===== config.mk =====
export PLATFORM = sky130hd
export DESIGN_NAME = filter_history_ring_bank_core
export DESIGN_NICKNAME = d
export VERILOG_FILES = /design/src/hw/rtl/fhr_pkg.sv /design/src/hw/rtl/fhr_cfg.sv /design/src/hw/rtl/fhr_bank.sv /design/src/hw/rtl/filter_history_ring_bank_core.sv
export SDC_FILE = /design/constraint.sdc
export NUM_CORES = 1
export LEC_CHECK = 0
export BUFFER_PORTS_ARGS = -buffer_cell sky130_fd_sc_hd__buf_2
export CAP_MARGIN = 20
export CORE_MARGIN = 5
export CORE_UTILIZATION = 53
export DETAILED_ROUTE_END_ITERATION = 6
export HOLD_SLACK_MARGIN = 0.06
export MAX_ROUTING_LAYER = met4
export PLACE_DENSITY = 0.78
export SYNTH_ARGS = -nofsm -noshare
export SYNTH_HDL_FRONTEND = slang
export SYNTH_SLANG_ARGS = --single-unit

===== constraint.sdc =====
create_clock -name i_clk -period 12.6 [get_ports i_clk]
set_input_delay 0.63 -clock i_clk [delete_from_list [all_inputs] [get_ports i_clk]]
set_output_delay 0.63 -clock i_clk [all_outputs]
set_load 0.02 [all_outputs]

===== src/hw/rtl/fhr_pkg.sv =====
// Shared types, constants and codes for the filter history ring bank.
package fhr_pkg;

    localparam int DEFAULT_BANK_DEPTH = 8;
    localparam int DEFAULT_ENTRY_BITS = 64;

    localparam int FIELD_BITS = 64;
    localparam int OP_BITS    = 2;
    localparam int AGE_BITS   = 3;
    localparam int FILL_BITS  = 4;

    // Config port: 64-bit registers at 8-byte spacing.
    localparam int PADDR_BITS   = 4;
    localparam int PDATA_BITS   = 64;
    localparam int REG_OFS_BITS = 3;
    localparam int REG_IDX_BITS = PADDR_BITS - REG_OFS_BITS;

    typedef enum logic [REG_IDX_BITS-1:0] {
        REG_DEFAULT_ENTRY = 1'b0
    } t_reg_idx;

    typedef enum logic [OP_BITS-1:0] {
        OP_RESET  = 2'd0,
        OP_ADD    = 2'd1,
        OP_READ   = 2'd2,
        OP_UPDATE = 2'd3
    } t_op;

    typedef struct packed {
        t_op                   operation;
        logic [AGE_BITS-1:0]   age_index;
        logic [FIELD_BITS-1:0] entry_in;
    } t_in_item;

    typedef struct packed {
        logic [FIELD_BITS-1:0] entry_out;
        logic [FILL_BITS-1:0]  fill_count;
        logic                  age_error;
    } t_out_item;

endpackage


===== src/hw/rtl/fhr_cfg.sv =====
// Configuration register block: holds the default entry behind an APB-style port.
module fhr_cfg #(
    parameter int ENTRY_BITS = fhr_pkg::DEFAULT_ENTRY_BITS
) (
    input  logic                            i_clk,
    input  logic                            i_rst_n,
    input  logic                            psel,
    input  logic                            penable,
    input  logic                            pwrite,
    input  logic [fhr_pkg::PADDR_BITS-1:0]  paddr,
    input  logic [fhr_pkg::PDATA_BITS-1:0]  pwdata,
    output logic [fhr_pkg::PDATA_BITS-1:0]  prdata,
    output logic                            pready,
    output logic [ENTRY_BITS-1:0]           o_default_entry
);
    import fhr_pkg::*;

    logic [ENTRY_BITS-1:0]   r_default;
    logic [REG_IDX_BITS-1:0] w_idx;
    logic                    w_hit;
    logic                    w_write;

    assign w_idx   = paddr[PADDR_BITS-1:REG_OFS_BITS];
    assign w_hit   = (w_idx == REG_DEFAULT_ENTRY);
    assign w_write = psel && penable && pwrite && w_hit;

    always_ff @(posedge i_clk) begin
        if (!i_rst_n) begin
            r_default <= '0;
        end else if (w_write) begin
            r_default <= pwdata[ENTRY_BITS-1:0];
        end
    end

    assign pready          = 1'b1;
    assign prdata          = w_hit ? PDATA_BITS'(r_default) : '0;
    assign o_default_entry = r_default;

endmodule


===== src/hw/rtl/fhr_bank.sv =====
// Slot array, newest pointer and fill count, with the per-operation update logic.
module fhr_bank #(
    parameter int BANK_DEPTH = fhr_pkg::DEFAULT_BANK_DEPTH,
    parameter int ENTRY_BITS = fhr_pkg::DEFAULT_ENTRY_BITS
) (
    input  logic                  i_clk,
    input  logic                  i_rst_n,
    input  logic                  i_exec,
    input  fhr_pkg::t_in_item     i_item,
    input  logic [ENTRY_BITS-1:0] i_default_entry,
    output fhr_pkg::t_out_item    o_result
);
    import fhr_pkg::*;

    localparam int SLOT_W = (BANK_DEPTH > 1) ? $clog2(BANK_DEPTH) : 1;
    localparam int CNT_W  = $clog2(BANK_DEPTH + 1);
    localparam int DIFF_W = SLOT_W + AGE_BITS + 1;

    logic [ENTRY_BITS-1:0] r_slots [BANK_DEPTH];
    logic [SLOT_W-1:0]     r_newest;
    logic [CNT_W-1:0]      r_count;

    logic [SLOT_W-1:0]     n_newest;
    logic [CNT_W-1:0]      n_count;

    logic                  w_empty;
    logic                  w_full;
    logic                  w_err;
    logic [DIFF_W-1:0]     w_newest_x;
    logic [DIFF_W-1:0]     w_age_x;
    logic [DIFF_W-1:0]     w_diff;
    logic [SLOT_W-1:0]     w_age_slot;
    logic [SLOT_W-1:0]     w_add_slot;
    logic                  w_wr_en;
    logic [SLOT_W-1:0]     w_wr_addr;
    logic [ENTRY_BITS-1:0] w_wr_data;
    logic [ENTRY_BITS-1:0] w_entry;
    logic [ENTRY_BITS-1:0] w_rd_data;

    assign w_entry = i_item.entry_in[ENTRY_BITS-1:0];
    assign w_empty = (r_count == '0);
    assign w_full  = (r_count == CNT_W'(BANK_DEPTH));
    assign w_err   = !w_empty && (32'(i_item.age_index) >= 32'(r_count));

    // Age 0 is the newest slot; step back with wraparound.
    assign w_newest_x = DIFF_W'(r_newest);
    assign w_age_x    = DIFF_W'(i_item.age_index);
    assign w_diff     = (w_newest_x < w_age_x)
                        ? (w_newest_x + DIFF_W'(BANK_DEPTH) - w_age_x)
                        : (w_newest_x - w_age_x);
    assign w_age_slot = w_empty ? '0 : w_diff[SLOT_W-1:0];

    assign w_add_slot = !w_full ? r_count[SLOT_W-1:0]
                      : (r_newest == SLOT_W'(BANK_DEPTH - 1)) ? '0
                      : SLOT_W'(r_newest + 1'b1);

    assign w_rd_data = r_slots[w_age_slot];

    always_comb begin
        n_newest  = r_newest;
        n_count   = r_count;
        w_wr_en   = 1'b0;
        w_wr_addr = w_age_slot;
        w_wr_data = w_entry;
        o_result  = '0;
        case (i_item.operation)
            OP_RESET: begin
                n_newest  = '0;
                n_count   = '0;
                w_wr_en   = 1'b1;
                w_wr_addr = '0;
                w_wr_data = i_default_entry;
            end
            OP_ADD: begin
                n_newest  = w_add_slot;
                n_count   = w_full ? r_count : CNT_W'(r_count + 1'b1);
                w_wr_en   = 1'b1;
                w_wr_addr = w_add_slot;
            end
            OP_READ: begin
                o_result.age_error = w_err;
                if (!w_err) begin
                    o_result.entry_out = FIELD_BITS'(w_rd_data);
                end
            end
            OP_UPDATE: begin
                o_result.age_error = w_err;
                w_wr_en            = !w_err;
            end
            default: begin
                n_newest = r_newest;
            end
        endcase
        // Count wraps to four bits at full depth 16.
        o_result.fill_count = FILL_BITS'(n_count);
    end

    always_ff @(posedge i_clk) begin
        if (!i_rst_n) begin
            r_newest <= '0;
            r_count  <= '0;
        end else if (i_exec) begin
            r_newest <= n_newest;
            r_count  <= n_count;
        end
    end

    // Only slot 0 has a reset value; the rest are read only after an add.
    always_ff @(posedge i_clk) begin
        if (!i_rst_n) begin
            r_slots[0] <= '0;
        end else if (i_exec && w_wr_en) begin
            r_slots[w_wr_addr] <= w_wr_data;
        end
    end

endmodule


===== src/hw/rtl/filter_history_ring_bank_core.sv =====
// Top level of the filter history ring bank: input register, bank, result register.
//
// Usage:
//   Input channel (i_in_valid / o_in_stall / i_in_item) carries one operation per
//   transaction: reset, add newest, read by age, or update by age. Output channel
//   (o_out_valid / i_out_stall / o_out_item) returns exactly one result transaction
//   per input transaction, in order: the read entry, the fill count after the
//   operation, and an age error flag.
//   Path: input register, bank logic, result register, then the output channel.
//   Throughput: one transaction per cycle without receiver stalls, set by the single
//   pass through the bank logic between the input register and the result register.
//   Stall: when the receiver stalls while a result waits, the result register
//   holds, the input register holds its transaction, and o_in_stall rises
//   once the input register is occupied.
//   Reset (i_rst_n low, synchronous): both channels empty, the bank empty with
//   slot 0 cleared to zero, the default entry register cleared.
//   Configuration: the default entry is written through the APB-style port at
//   byte address 0; users must do so only with no transaction in flight (not enforced).
module filter_history_ring_bank_core #(
    parameter int BANK_DEPTH = fhr_pkg::DEFAULT_BANK_DEPTH,
    parameter int ENTRY_BITS = fhr_pkg::DEFAULT_ENTRY_BITS
) (
    input  logic                            i_clk,
    input  logic                            i_rst_n,
    input  logic                            i_in_valid,
    output logic                            o_in_stall,
    input  fhr_pkg::t_in_item               i_in_item,
    output logic                            o_out_valid,
    input  logic                            i_out_stall,
    output fhr_pkg::t_out_item              o_out_item,
    input  logic                            psel,
    input  logic                            penable,
    input  logic                            pwrite,
    input  logic [fhr_pkg::PADDR_BITS-1:0]  paddr,
    input  logic [fhr_pkg::PDATA_BITS-1:0]  pwdata,
    output logic [fhr_pkg::PDATA_BITS-1:0]  prdata,
    output logic                            pready
);
    import fhr_pkg::*;

    logic                  r_in_valid;
    t_in_item              r_in_item;
    logic                  r_out_valid;
    t_out_item             r_out_item;

    logic                  w_advance;
    logic                  w_exec;
    logic                  w_in_accept;
    t_out_item             w_result;
    logic [ENTRY_BITS-1:0] w_default_entry;

    // Advance the bank stage when the result register is free or being drained.
    assign w_advance   = !r_out_valid || !i_out_stall;
    assign w_exec      = r_in_valid && w_advance;
    assign o_in_stall  = r_in_valid && !w_advance;
    assign w_in_accept = i_in_valid && !o_in_stall;

    fhr_cfg #(
        .ENTRY_BITS (ENTRY_BITS)
    ) u_cfg (
        .i_clk           (i_clk),
        .i_rst_n         (i_rst_n),
        .psel            (psel),
        .penable         (penable),
        .pwrite          (pwrite),
        .paddr           (paddr),
        .pwdata          (pwdata),
        .prdata          (prdata),
        .pready          (pready),
        .o_default_entry (w_default_entry)
    );

    fhr_bank #(
        .BANK_DEPTH (BANK_DEPTH),
        .ENTRY_BITS (ENTRY_BITS)
    ) u_bank (
        .i_clk           (i_clk),
        .i_rst_n         (i_rst_n),
        .i_exec          (w_exec),
        .i_item          (r_in_item),
        .i_default_entry (w_default_entry),
        .o_result        (w_result)
    );

    // Input register: load a new transaction whenever the slot is free or moving on.
    always_ff @(posedge i_clk) begin
        if (!i_rst_n) begin
            r_in_valid <= 1'b0;
        end else if (!o_in_stall) begin
            r_in_valid <= i_in_valid;
        end
    end

    always_ff @(posedge i_clk) begin
        if (w_in_accept) begin
            r_in_item <= i_in_item;
        end
    end

    // Result register: hold while the receiver stalls.
    always_ff @(posedge i_clk) begin
        if (!i_rst_n) begin
            r_out_valid <= 1'b0;
        end else if (w_advance) begin
            r_out_valid <= r_in_valid;
        end
    end

    always_ff @(posedge i_clk) begin
        if (w_exec) begin
            r_out_item <= w_result;
        end
    end

    assign o_out_valid = r_out_valid;
    assign o_out_item  = r_out_item;

endmodule


==> flow_summary.ini <==
[status]
status = completed

[timing]
hold_viol = 0
tightest_slew_ps = 1140
min_period_ps = 4690
finalSetupTns_ps = 0
min_period_over_period_pct = 37.2
finalSetupViolCount = 0
rsz0062_at_grt = false
holdWs_ps = 200
fin_skew_ps = 18.9
setup_ws_ps = 7910
fmax_mhz = 213
relSlewSlack_pct = 23.9
report.final.slew_viol_count = 0

[clocking]
cts_tree = done
clk_latency_ps = 610
clkTransAtPathRegs_ps = 60
cts_made_buffers = 73
post_cts_buffers = 0
cts_num_sinks = 723
cts_root_buf = clkbuf_16
postCtsHoldBufs = 0
h-tree-depth = 3
cts_resized = 0
clockBufferDepth = 3

[detailed_routing]
drc = 0
drt_iter0_drc = 1802
wl_per_cell_um = 24.6
wl_um = 73900
vias = 18900
drt-pass1-iter-count = 6
antenna_left = 0
viasPerCell = 6.30

[pwr]
power.density_nw_per_um2 = 154
vdd_drop_max_mv = 0.0895
power_mw = 5.10
leakagePower_nw = 10.5

[floorplan]
num_rows = 85
num_io_pins = 280
dieArea_um2 = 59400
initial_utilization_pct = 53.7
core-area_um2 = 53900
die_w_um = 244
die_height_um = 244

[setup_path]
criticalPathCategory = flip-flop to flip-flop
cp-start-kind = flip-flop
path_buf_inv = 4
critPathCaptureType = flip-flop
cp.arrival_ps = 5060
crit_end = o_out_item[60]
cp_num_cells = 9
r2r_cells = 9
max_stage_delay_ps = 1350
r2r_end = o_out_item[60]
startpoint = r_in_item[64]
rr_startpoint = r_in_item[64]
reg2reg_slack_ps = 7910
cp_common_cell = buf_4
critical-path-top-delay-family = buffers and inverters
slowest_stage = fa_4
crit_fanout = 77
critPathRequiredTime_ps = 12970
path_cells = ha_4 > inv_1 > fa_4 > clkinv_2 > nor2_4 > buf_4 > buf_4 > o221ai_1 > a311oi_1

[global_route]
overflow = 0
grt_max_degree = 78
grt_usage_pct = 24.9
grt_pass1_vias = 19200
grt_pass1_wl_um = 111000
grt_antenna_before_repair = 0

[logic_synthesis]
async_reset_ff_share_pct = 0
netlist_instances = 2023
syn-cell-area_um2 = 28900
yosys_warnings = 0
synth.distinct_cells = 56
ys_seq_area_share_pct = 72.5
synth_edf_count = 650
synthFlopType = edfxtp_1
syn_avg_cell_area_um2 = 14.3
synth_seq_cells = 723
synth_nets = 2176

[layout]
layout-drive-gt1-share_pct = 18.7
area.sequential_um2 = 21000
stdcell_area_um2 = 33100
stdcell_count = 2998
syn2layout_area_growth_pct = 14.3
layout_commonest_cell = edfxtp_1
antenna_cells = 0
fin_util_pct = 61.4
layout_common_cells = edfxtp_1 (650), buf_2 (275), nand2_1 (202)
multi_input_area_um2 = 7310
fill_cells = 3883
layout.nets = 2399

[place]
port_buffers = 275
place.gp.congestion = 0.803
dp_cells = 2867
dp_hpwl_um = 39700
post_dp_cell_area_um2 = 30900
dp_slack_ps = 7950

[hold_path]
hold_path_class = primary input to flip-flop
worstHoldStart = i_in_item[38]

[flow_run]
maxCapViolations = 0
-- cells by family after synthesis --
group / share of synthesized area (%)
compound gates: 15.8
simple gates: 6.14
buf+inv: 2.66
fa+ha+maj: 0.415
flops: 72.5
mux: 2.40
other cells: 0.0130
xor+xnor: 0.0822
-- per-layer routing --
metal	global-route usage (%)	vias up	wire [µm]
li1	-	8355	-
met1	32.3	9396	28800
met2	40.1	985	36400
met3	4.27	155	6440
met4	8.99	0	2200
met5	-	-	0
-- where the power goes --
group / internal, mW / leakage (nW) / switching [mW]
Clock: 1.17 / 1.08 / 0.863
Sequential: 2.65 / 6.03 / 0.0176
Combinational: 0.136 / 3.43 / 0.270
-- cell type report --
type                    instances  share of cell area, %
well taps                     696                   2.63
flip-flops and latches        723                   63.4
inverters                      12                  0.140
repair buffers                312                   5.00
multi-input cells            1124                   22.1
clock buffers                 103                   6.15
clock inverters                28                  0.560
-- how the worst min path moves through the flow --
stage,to,slack (ps),cells after the start
finish,r_in_item[38],200,1
CTS,r_in_item[15],170,1
global placement,u_cfg.o_default_entry[55],470,2
detailed placement,u_cfg.o_default_entry[61],470,2
floorplan,u_cfg.o_default_entry[0],450,2
global route,r_in_item[29],180,1
-- synth_stat cells (all sizes together) (46+ instances only) --
library cell  count  share of area [%]
buf              46               0.98
o221ai           63                1.9
dfxtp            73                5.1
a21boi           66                1.7
o21ai           137                2.4
o211ai           62                1.6
nand3            66                1.1
mux2i            65                2.2
a22o             62                1.9
nand2           202                2.6
nor2b            70                1.5
o21a             63                1.6
a311oi           63                1.9
edfxtp          650                 67
a21oi           133                2.3
clkbuf          118                1.5
-- sequential cells by signal, summed over array words and instances, names as in the netlist --
signal / flops
u_bank.r_slots: 512
o_out_item: 69
r_in_item: 69
u_cfg.o_default_entry: 64
u_bank.r_count: 4
u_bank.r_newest: 3
o_out_valid: 1
r_in_valid: 1
Note: power is estimated with default switching activity, not from simulation.
